**config.mk**
```make
export PLATFORM = sky130hd
export DESIGN_NAME = fifo_replacement_id_cache
export DESIGN_NICKNAME = d
export VERILOG_FILES = /design/src/rtl/fric_pkg.sv /design/src/rtl/fifo_replacement_id_cache.sv /design/src/rtl/fric_cell.sv
export SDC_FILE = /design/constraint.sdc
export NUM_CORES = 2
export LEC_CHECK = 0
export ABC_AREA = 1
export BUFFER_PORTS_ARGS = -buffer_cell sky130_fd_sc_hd__buf_2
export CAP_MARGIN = 20
export CORE_MARGIN = 3
export CORE_UTILIZATION = 25
export DETAILED_ROUTE_END_ITERATION = 10
export MAX_ROUTING_LAYER = met4
export PLACE_DENSITY = 0.42
export SYNTH_ARGS = -nofsm -noshare
export SYNTH_HDL_FRONTEND = slang
export SYNTH_SLANG_ARGS = --single-unit
```
**constraint.sdc**
```tcl
create_clock -name clk -period 5 [get_ports clk]
set_clock_uncertainty 0.2 [all_clocks]
set_input_delay 1 -clock clk [delete_from_list [all_inputs] [get_ports clk]]
set_output_delay 1 -clock clk [all_outputs]
set_load 0.02 [all_outputs]
```
**src/rtl/fric_pkg.sv**
```systemverilog
`timescale 1ns / 1ps
// Package for the FIFO-replacement identifier cache.
// Beat types for the input and result channels, the op codes and the cell command.
package fric_pkg;

	localparam int ID_W  = 32;
	localparam int CNT_W = 5;
	localparam int CAP_W = 5;

	localparam logic OP_ACCESS = 1'b0;
	localparam logic OP_READ   = 1'b1;

	localparam logic [CAP_W-1:0] CAP_RESET = 5'd16;

	// input beat
	typedef struct packed {
		logic            op;
		logic [ID_W-1:0] ident;
	} in_t;

	// result beat
	typedef struct packed {
		logic             hit;
		logic             evicted_valid;
		logic [ID_W-1:0]  evicted_ident;
		logic [CNT_W-1:0] entry_count;
		logic             read_valid;
		logic [ID_W-1:0]  read_ident;
		logic             last;
	} out_t;

	// command broadcast to every cell of the row
	typedef struct packed {
		logic ins;  // insert a new identifier at the head, older ones move down
		logic app;  // insert also grows the row by one cell
		logic rot;  // readout rotation toward the head
	} cell_cmd_t;

endpackage

```
**src/rtl/fifo_replacement_id_cache.sv**
```systemverilog
`timescale 1ns / 1ps
// Top level of the FIFO-replacement identifier cache: control, row of cells, result register.
// Depends on fric_pkg and fric_cell.
//
//  channel  | handshake            | beat
//  ---------+----------------------+---------------------------------------
//  in       | in_valid / in_stall  | in_data  (op, ident)
//  out      | out_valid / out_stall| out_data (hit .. last)
//  cfg      | cfg_valid / cfg_ready| cfg_data (capacity)
//
// An access runs in three steps: take the beat, compare in all cells and register
// hit and victim, then update the row and load the result register.
// A readout gives one result per held entry (at least one result);
// cell 0 is the newest entry and the row rotates one cell per result beat.
// Reset clears all valid bits and the count and sets the capacity to 16, all at once.
// A stalled result holds the result register; the next input beat is still taken.
module fifo_replacement_id_cache #(
	parameter int MAX_ENTRIES = 16
) (
	input  logic                           clk,
	input  logic                           arst_n,
	input  logic                           in_valid,
	output logic                           in_stall,
	input  fric_pkg::in_t                  in_data,
	output logic                           out_valid,
	input  logic                           out_stall,
	output fric_pkg::out_t                 out_data,
	input  logic                           cfg_valid,
	output logic                           cfg_ready,
	input  logic [fric_pkg::CAP_W-1:0]     cfg_data
);

	localparam int CW   = $clog2(MAX_ENTRIES + 1);
	localparam int IDW  = fric_pkg::ID_W;
	localparam int CNTW = fric_pkg::CNT_W;

	typedef enum logic [3:0] {
		S_IDLE = 4'b0001,
		S_LOOK = 4'b0010,
		S_UPD  = 4'b0100,
		S_READ = 4'b1000
	} state_t;

	state_t                      state_q;
	logic [fric_pkg::CAP_W-1:0]  cap_q;
	logic [CW-1:0]               held_q;
	logic [CW-1:0]               rd_left_q;
	logic [CW-1:0]               eff_cap;
	logic [CW-1:0]               held_after;
	logic [IDW-1:0]              id_q;
	logic                        hit_q;
	logic [IDW-1:0]              victim_q;
	logic                        out_valid_q;
	fric_pkg::out_t              out_q;
	fric_pkg::out_t              res;
	fric_pkg::cell_cmd_t         cmd;

	logic [IDW-1:0]              cell_data [MAX_ENTRIES];
	logic [MAX_ENTRIES-1:0]      cell_valid;
	logic [MAX_ENTRIES-1:0]      cell_match;
	logic [MAX_ENTRIES-1:0]      cell_tail;

	logic                        out_free;
	logic                        append;
	logic                        emit;
	logic                        hit_any;
	logic [IDW-1:0]              victim_any;

	assign cfg_ready = 1'b1;
	assign in_stall  = (state_q != S_IDLE);
	assign out_free  = !out_valid_q || !out_stall;
	assign out_valid = out_valid_q;
	assign out_data  = out_q;

	// capacity register
	always_ff @(posedge clk or negedge arst_n) begin
		if (!arst_n) begin
			cap_q <= fric_pkg::CAP_RESET;
		end else if (cfg_valid && cfg_ready) begin
			cap_q <= cfg_data;
		end
	end

	// clamp capacity to 1..MAX_ENTRIES
	always_comb begin
		if (cap_q == '0) begin
			eff_cap = CW'(1);
		end else if (int'(cap_q) > MAX_ENTRIES) begin
			eff_cap = CW'(MAX_ENTRIES);
		end else begin
			eff_cap = CW'(cap_q);
		end
	end

	assign append     = (held_q < eff_cap);
	assign held_after = (!hit_q && append) ? CW'(held_q + 1'b1) : held_q;

	// row-wide reductions: any match, and the identifier in the tail cell
	always_comb begin
		hit_any    = |cell_match;
		victim_any = '0;
		for (int i = 0; i < MAX_ENTRIES; i++) begin
			victim_any = victim_any | (cell_tail[i] ? cell_data[i] : '0);
		end
	end

	// row of cells, cell 0 holds the newest identifier
	for (genvar i = 0; i < MAX_ENTRIES; i++) begin : g_cell
		logic [IDW-1:0] prev_data;
		logic           prev_valid;
		logic [IDW-1:0] next_data;
		logic           next_valid;

		if (i == 0) begin : g_head
			assign prev_data  = id_q;
			assign prev_valid = 1'b1;
		end else begin : g_body
			assign prev_data  = cell_data[i-1];
			assign prev_valid = cell_valid[i-1];
		end

		if (i == MAX_ENTRIES - 1) begin : g_end
			assign next_data  = '0;
			assign next_valid = 1'b0;
		end else begin : g_mid
			assign next_data  = cell_data[i+1];
			assign next_valid = cell_valid[i+1];
		end

		fric_cell u_cell (
			.clk        (clk),
			.arst_n     (arst_n),
			.cmd        (cmd),
			.key        (id_q),
			.prev_data  (prev_data),
			.prev_valid (prev_valid),
			.next_data  (next_data),
			.next_valid (next_valid),
			.head_data  (cell_data[0]),
			.data       (cell_data[i]),
			.valid      (cell_valid[i]),
			.match      (cell_match[i]),
			.tail       (cell_tail[i])
		);
	end

	// cell command and result beat
	always_comb begin
		cmd  = '0;
		res  = '0;
		emit = 1'b0;
		unique case (state_q)
			S_UPD: begin
				emit              = out_free;
				cmd.ins           = out_free && !hit_q;
				cmd.app           = append;
				res.hit           = hit_q;
				res.evicted_valid = !hit_q && !append;
				res.evicted_ident = (!hit_q && !append) ? victim_q : '0;
				res.entry_count   = CNTW'(held_after);
				res.last          = 1'b1;
			end
			S_READ: begin
				emit            = out_free;
				cmd.rot         = out_free && (rd_left_q != '0);
				res.entry_count = CNTW'(held_q);
				res.read_valid  = (rd_left_q != '0);
				res.read_ident  = (rd_left_q != '0) ? cell_data[0] : '0;
				res.last        = (rd_left_q <= CW'(1));
			end
			S_IDLE, S_LOOK: begin
			end
			default: begin
			end
		endcase
	end

	// sequencer, count and readout counter
	always_ff @(posedge clk or negedge arst_n) begin
		if (!arst_n) begin
			state_q   <= S_IDLE;
			held_q    <= '0;
			rd_left_q <= '0;
		end else begin
			unique case (state_q)
				S_IDLE: begin
					if (in_valid) begin
						rd_left_q <= held_q;
						state_q   <= (in_data.op == fric_pkg::OP_READ) ? S_READ : S_LOOK;
					end
				end
				S_LOOK: begin
					state_q <= S_UPD;
				end
				S_UPD: begin
					if (out_free) begin
						held_q  <= held_after;
						state_q <= S_IDLE;
					end
				end
				S_READ: begin
					if (out_free) begin
						if (rd_left_q != '0) begin
							rd_left_q <= CW'(rd_left_q - 1'b1);
						end
						if (rd_left_q <= CW'(1)) begin
							state_q <= S_IDLE;
						end
					end
				end
				default: begin
					state_q <= S_IDLE;
				end
			endcase
		end
	end

	// key, compare outcome and victim
	always_ff @(posedge clk) begin
		if (state_q == S_IDLE && in_valid) begin
			id_q <= in_data.ident;
		end
		if (state_q == S_LOOK) begin
			hit_q    <= hit_any;
			victim_q <= victim_any;
		end
	end

	// result register
	always_ff @(posedge clk or negedge arst_n) begin
		if (!arst_n) begin
			out_valid_q <= 1'b0;
		end else if (emit) begin
			out_valid_q <= 1'b1;
		end else if (!out_stall) begin
			out_valid_q <= 1'b0;
		end
	end

	always_ff @(posedge clk) begin
		if (emit) begin
			out_q <= res;
		end
	end

endmodule

```
**src/rtl/fric_cell.sv**
```systemverilog
`timescale 1ns / 1ps
// One cell of the identifier row: holds one identifier and its valid bit.
// Depends on fric_pkg for the cell command and the identifier width.
module fric_cell (
	input  logic                        clk,
	input  logic                        arst_n,
	input  fric_pkg::cell_cmd_t         cmd,
	input  logic [fric_pkg::ID_W-1:0]   key,
	input  logic [fric_pkg::ID_W-1:0]   prev_data,
	input  logic                        prev_valid,
	input  logic [fric_pkg::ID_W-1:0]   next_data,
	input  logic                        next_valid,
	input  logic [fric_pkg::ID_W-1:0]   head_data,
	output logic [fric_pkg::ID_W-1:0]   data,
	output logic                        valid,
	output logic                        match,
	output logic                        tail
);

	logic [fric_pkg::ID_W-1:0] data_q;
	logic                      valid_q;

	// valid bit: set when the row grows into this cell
	always_ff @(posedge clk or negedge arst_n) begin
		if (!arst_n) begin
			valid_q <= 1'b0;
		end else if (cmd.ins && cmd.app && !valid_q && prev_valid) begin
			valid_q <= 1'b1;
		end
	end

	// identifier: shift away from the head on insert, toward it on rotate
	always_ff @(posedge clk) begin
		if (cmd.ins) begin
			if (valid_q || (cmd.app && prev_valid)) begin
				data_q <= prev_data;
			end
		end else if (cmd.rot && valid_q) begin
			data_q <= next_valid ? next_data : head_data;
		end
	end

	assign data  = data_q;
	assign valid = valid_q;
	assign match = valid_q && (data_q == key);
	assign tail  = valid_q && !next_valid;

endmodule
```
Word level (Yosys, flattened, before mapping)
Index checks and enable logic that the tools add are counted.
Widths: inputs -> output; s select.
{ "word_totals": {"ff_bits": 686, "in_bits": 43, "output_inout_bits": 76, "word_cells": 388} }
{ "op_classes": {"add_sub_neg": 2, "magnitude_cmp": 3, "n_eq_ne": 43, "mux": 99, "bitwise_logic": 15, "reduce_logical": 179} }
{ "ops": {"columns": ["op", "count"], "rows": [
  ["$mux 32", 79],
  ["$eq 32x32->1", 16],
  ["$or 32x32->32", 15],
  ["$logic_and 1x1->1", 99],
  ["$ne 2x2->1 const B", 20],
  ["$reduce_and 2->1", 18],
  ["$reduce_bool 2->1", 18],
  ["$mux 5", 6],
  ["$logic_not 1->1", 20],
  ["$mux 4", 5],
  ["$pmux 5 s2", 2],
  ["$logic_or 1x1->1", 17],
  ["$pmux 4 s4", 1],
  ["$reduce_or 16->1", 1],
  ["$reduce_and 4->1", 2],
  ["$add 5x1->5 const B", 1],
  ["$gt 5x5->1 const B", 1],
  ["$le 5x1->1 const B", 1],
  ["$logic_not 5->1", 1],
  ["$lt 5x5->1", 1],
  ["$reduce_bool 5->1", 1],
  ["$sub 5x1->5 const B", 1],
  ["$eq 4x1->1 const B", 1],
  ["$eq 4x2->1 const B", 1],
  ["other kinds (9)", 13]
]} }

Longest topological paths before layout
{ "depth": {"depth_word": 18, "depth_mapped": 14, "depth_no_buf": 13} }

Modules after synthesis
A second synthesis with hierarchy kept.
{ "unflattened": {"cells_unflattened": 6305, "hier_area_um2": 45492.4} }
{ "modules_own_cells": {"columns": ["module", "n_inst", "cells_per_inst", "area_per_inst_um2", "seq_area_each_um2"], "rows": [
  ["fric_cell", 16, 325, 2259.7, 985.9],
  ["fifo_replacement_id_cache", 1, 1105, 9337.7, 4647.0]
]} }

Least setup slack after synthesis
Ideal clock, no wire load.
{ "synth_timing": {"path_kind": "input-to-reg", "from": "in out_stall", "to": "reg out_q, in the netlist out_data[0] (enable)", "setup_time_ps": 505, "arrival_time_ps": 4316, "path_slack_ps": -21, "path_stages": 3, "path_buffers": 0, "cell_sequence": "nand2_1 > inv_1 > nor2_1"} }
{ "synth_between": {"elab_chain_len": 3} }
{ "synth_lines": {"columns": ["element", "line_no", "source"], "rows": [
  ["start: declaration", "fifo_replacement_id_cache.sv:26", "input logic out_stall,"],
  ["$logic_not 1->1", null, null],
  ["$logic_or 1x1->1", "fifo_replacement_id_cache.sv:71", "assign out_free = !out_valid_q || !out_stall;"],
  ["$mux 1", "fifo_replacement_id_cache.sv:152", "unique case (state_q)"],
  ["named net emit", "fifo_replacement_id_cache.sv:65", "logic emit;"],
  ["end signal: assignment", "fifo_replacement_id_cache.sv:242", "out_q <= res;"],
  ["end: declaration", "fifo_replacement_id_cache.sv:54", "fric_pkg::out_t out_q;"]
]} }
The timed path passes the listed nets, and every way through them passes these cells.
A chain may end at the register's enable or synchronous reset.

Worst setup path in the final report
{ "layout_timing": {"from": "reg cap_q[3] (netlist bit)", "to": "reg g_cell[1].u_cell.data_q, in the netlist g_cell[1].u_cell.data[21] (enable)"} }
{ "layout_between": {"elab_chain_len": 9} }
{ "layout_lines": {"columns": ["element", "line_no", "source"], "rows": [
  ["start: declaration", "fifo_replacement_id_cache.sv:45", "logic [fric_pkg::CAP_W-1:0] cap_q;"],
  ["start signal: assignment", "fifo_replacement_id_cache.sv:78", "cap_q <= fric_pkg::CAP_RESET;"],
  ["start signal: assignment", "fifo_replacement_id_cache.sv:80", "cap_q <= cfg_data;"],
  ["$gt 5x5->1", "fifo_replacement_id_cache.sv:88", "end else if (int'(cap_q) > MAX_ENTRIES) begin"],
  ["$mux 5", "fifo_replacement_id_cache.sv:88", null],
  ["$mux 5 (*)", "fifo_replacement_id_cache.sv:86", "if (cap_q == '0) begin"],
  ["$lt 5x5->1 (*)", "fifo_replacement_id_cache.sv:95", "assign append = (held_q < eff_cap);"],
  ["$mux 2 (*)", "fifo_replacement_id_cache.sv:152", null],
  ["$logic_and 1x1->1 (*)", "fric_cell.sv:35", "if (valid_q || (cmd.app && prev_valid)) begin"],
  ["$logic_or 1x1->1 (*)", "fric_cell.sv:35", null],
  ["$ne 2x2->1 (no source line) (*)", null, null],
  ["$reduce_and 2->1 (no source line) (*)", null, null],
  ["end signal: assignment", "fric_cell.sv:36", "data_q <= prev_data;"],
  ["end signal: assignment", "fric_cell.sv:39", "data_q <= next_valid ? next_data : head_data;"],
  ["end: declaration", "fric_cell.sv:20", "logic [fric_pkg::ID_W-1:0] data_q;"]
]} }
Mark *: on every way between the ends. The rest lies on a longest branch, timed or not.

==> flow_summary.json <==
{
  "worstPathMaxFanout": 20,
  "syn-num-nets": 5178,
  "wire_per_inst_um": 37.1,
  "overflow": 0,
  "crit_top_cell": "nand2_1",
  "r2r_slack_ps": 950,
  "fp.dieW_um": 413,
  "p_total_uw": 21000,
  "drc_errors": 0,
  "period_needed_ps": 4050,
  "syn_area_per_cell_um2": 8.07,
  "clock_latency_ps": 760,
  "start_util_pct": 25.3,
  "layout-drive-gt1-share_pct": 9.40,
  "place_hpwl_um": 209000,
  "synth_seq_area_share_pct": 49.4,
  "final_hold_viol_count": 0,
  "post_cts_buffers": 0,
  "cts_made_buffers": 87,
  "synth_top_area_cell": "edfxtp_1",
  "crit_chain": "inv_1, nand4_1, nand2_1, nand2_1, ha_1, a21oi_1, nor2_1, a211oi_1, nand2_1, nor2_1, nand2_2, buf_4, o21ai_4, buf_4",
  "clkSinkCount": 686,
  "max_stage_delay_ps": 510,
  "final_antenna_net_count": 0,
  "place_ws_ps": 1040,
  "design.core.area_um2": 164000,
  "power_density_nw_per_um2": 438,
  "max_slew_margin_pct": 25.4,
  "rsz0062_at_grt": "false",
  "worstMarginPinSlew_ps": 1110,
  "port_buffers": 117,
  "routed_wl_um": 275000,
  "required_ps": 5130,
  "synth_xor_area_share_pct": 3.70,
  "postSynthCellCount": 5128,
  "grt_max_degree": 166,
  "cts_tree": "yes",
  "finalCritPeriodShare_pct": 81.1,
  "synth_mux_area_share_pct": 0,
  "synth_compound_area_share_pct": 17.8,
  "vdd_drop_max_mv": 0.303,
  "grt_usage_pct": 32.4,
  "max_freq_mhz": 247,
  "start_kind": "flip-flop",
  "placed_area_um2": 45100,
  "synthAdderAreaFrac_pct": 0.212,
  "ys_warn_count": 0,
  "end_kind": "flip-flop",
  "status": "finished, final reports clean",
  "place_congestion": 1.07,
  "dieHeight_um": 413,
  "setup_slack_ps": 947,
  "vias": 42300,
  "cap_violations": 0,
  "grt_pass1_vias": 38300,
  "ys_types": 41,
  "slew_violations": 0,
  "ctsHoldBuffers": 0,
  "leakage_uw": 0.0185,
  "htree_levels": 3,
  "holdCritPathClass": "input port to asynchronous set/reset pin",
  "clk_pin_slew_ps": 60,
  "ys_ff_latch": 686,
  "synth_area_leaders": "edfxtp_1, nand2_1, o21ai_0, nor2_1, inv_1",
  "cts_resized": 0,
  "vias_per_cell": 5.70,
  "setup_viol": 0,
  "clockBufferDepth": 3,
  "timing.setup.tns_ps": 0,
  "finalCoreUtilization_pct": 29.3,
  "crit_path_top_delay_cell": "buf_4",
  "root_buffer": "clkbuf_16",
  "nNetsFinal": 5200,
  "synth_area_um2": 41400,
  "synth-simple-area-share_pct": 21.6,
  "io_pins": 119,
  "area_growth_pct": 15.9,
  "placementRows": 148,
  "fin_area_um2": 48000,
  "synth_top_area_share_pct": 47.2,
  "drt_iter0_markers": 7169,
  "first_pass_iters": 7,
  "cp.arrival_ps": 4180,
  "critPathKind": "flip-flop to flip-flop",
  "grt_antenna_before_repair": 43,
  "grt_first_pass_wirelength_um": 362000,
  "die_area_um2": 170000,
  "synth_top_family_by_area": "simple AND/OR/NAND/NOR gates"
}
## layer usage
metal | vias to the layer above | GRT usage (%) | wire, µm | part of all wire [%]
met5 | - | - | 0 | 0
met4 | 0 | 15.0 | 15600 | 5.7
met3 | 478 | 6.90 | 28800 | 10
met2 | 2951 | 47.8 | 119000 | 43
met1 | 21200 | 42.5 | 112000 | 41
li1 | 17700 | - | - | -
## critical path: cells and delay by family, from the launching register on
kind	cells	cell delay (ps)
AO/OA/AOI/OAI	3	650
adder cells (fa/ha/maj)	1	300
flip-flops	1	380
buffers and inverters	3	910
AND/OR/NAND/NOR	7	1140
## cell usage after synthesis
master	number
nand2_1	1621
edfxtp_1	650
o21ai_0	516
nor2_1	474
inv_1	389
clkbuf_1	258
o211ai_1	186
o221ai_1	134
xor2_1	118
nand3_1	107
a21oi_1	81
a31oi_1	77
buf_2	77
nor3_1	68
o22ai_1	67
o2111ai_1	62
xnor2_1	57
o21ai_1	42
dfrtp_1	34
buf_1	33
nand4_1	19
clkinv_1	12
a2111oi_0	7
ha_1	7
a221oi_1	5
inv_2	4
a22oi_1	3
or2_2	3
a211oi_1	2
buf_4	2
dfstp_2	2
nand2_2	2
a21oi_2	1
buf_6	1
conb_1	1
nand3_2	1
nor3_2	1
nor3_4	1
nor4_1	1
o21bai_1	1
o31ai_1	1
## power by group
part	switching, µW	internal [µW]	leakage (µW)
sequential	1040	7390	0.00630
combinational	4650	1360	0.0109
clock	2910	3680	0.00137
total	8600	12400	0.0185
## state kept, by name, summed over array words and instances, names as in the netlist
name                 flops
cap_q                    5
g_cell.prev_data        32
g_cell.u_cell.data     512
g_cell.u_cell.valid     16
held_q                   5
hit_q                    1
out_data                73
out_valid                1
rd_left_q                5
state_q                  4
victim_q                32
## per-stage QoR
stage                     cells  hold slack, ps
final                      7422             210
after global routing       7413             202
after CTS                  7397             169
after detailed placement   7236             345
after global placement     7233             339
after floorplan            5128             266
## logic make-up after synthesis
group / count (synthesis)
DFF: 686
other: 1
AOI/OAI and AO/OA: 1185
adders and majority gates: 7
buffers and inverters: 776
and+or+nand+nor: 2298
xor gates and xnor gates: 175
## final cells by class
type                            count  area [µm²]
Inverter                          405        1530
Multi-Input combinational cell   3666       18200
Clock buffer                      113        2330
Sequential cell                   686       20500
Clock inverter                     48         515
Fill cell                       17700      116000
Timing Repair Buffer              304        2160
Antenna cell                       25        62.6
Tap cell                         2175        2720
## layout by cell type, fill, tap and decap left out, types with 6 or more instances in the layout
| master | synthesis | routed |
|---|---|---|
| buf_2 | 77 | 117 |
| edfxtp_1 | 650 | 650 |
| clkbuf_16 | 0 | 88 |
| nor2_2 | 0 | 8 |
| buf_4 | 2 | 174 |
| inv_2 | 4 | 6 |
| bufinv_16 | 0 | 7 |
| o22ai_1 | 67 | 67 |
| xnor2_1 | 57 | 57 |
| dfrtp_1 | 34 | 21 |
| diode_2 | 0 | 25 |
| nand2_1 | 1621 | 1619 |
| o221ai_1 | 134 | 134 |
| buf_12 | 0 | 12 |
| ha_1 | 7 | 7 |
| nand4_1 | 19 | 19 |
| a2111oi_0 | 7 | 7 |
| o21ai_0 | 516 | 509 |
| clkbuf_1 | 258 | 22 |
| nor3_1 | 68 | 67 |
| inv_1 | 389 | 383 |
| nor2_1 | 474 | 461 |
| o21ai_4 | 0 | 15 |
| o211ai_1 | 186 | 186 |
| clkinv_2 | 0 | 12 |
| o21ai_1 | 42 | 34 |
| a31oi_1 | 77 | 77 |
| a21oi_1 | 81 | 80 |
| o2111ai_1 | 62 | 62 |
| xor2_1 | 118 | 118 |
| nand3_1 | 107 | 107 |
| dfrtp_4 | 0 | 9 |
| clkinv_1 | 12 | 30 |
## final timing paths
check                             from                   endpoint  cells after the start
setup / recovery              cap_q[3]  g_cell[1].u_cell.data[21]                     14
hold / removal                  arst_n                  held_q[4]                      1
setup reg to reg              cap_q[3]  g_cell[1].u_cell.data[21]                     14
hold reg to reg               cap_q[0]                   cap_q[0]                      2
max in group asynchronous       arst_n     g_cell[9].u_cell.valid                      1
min in group clk           in_data[14]    g_cell[0].prev_data[14]                      1
No activity file was read; power rests on OpenSTA's default activity.
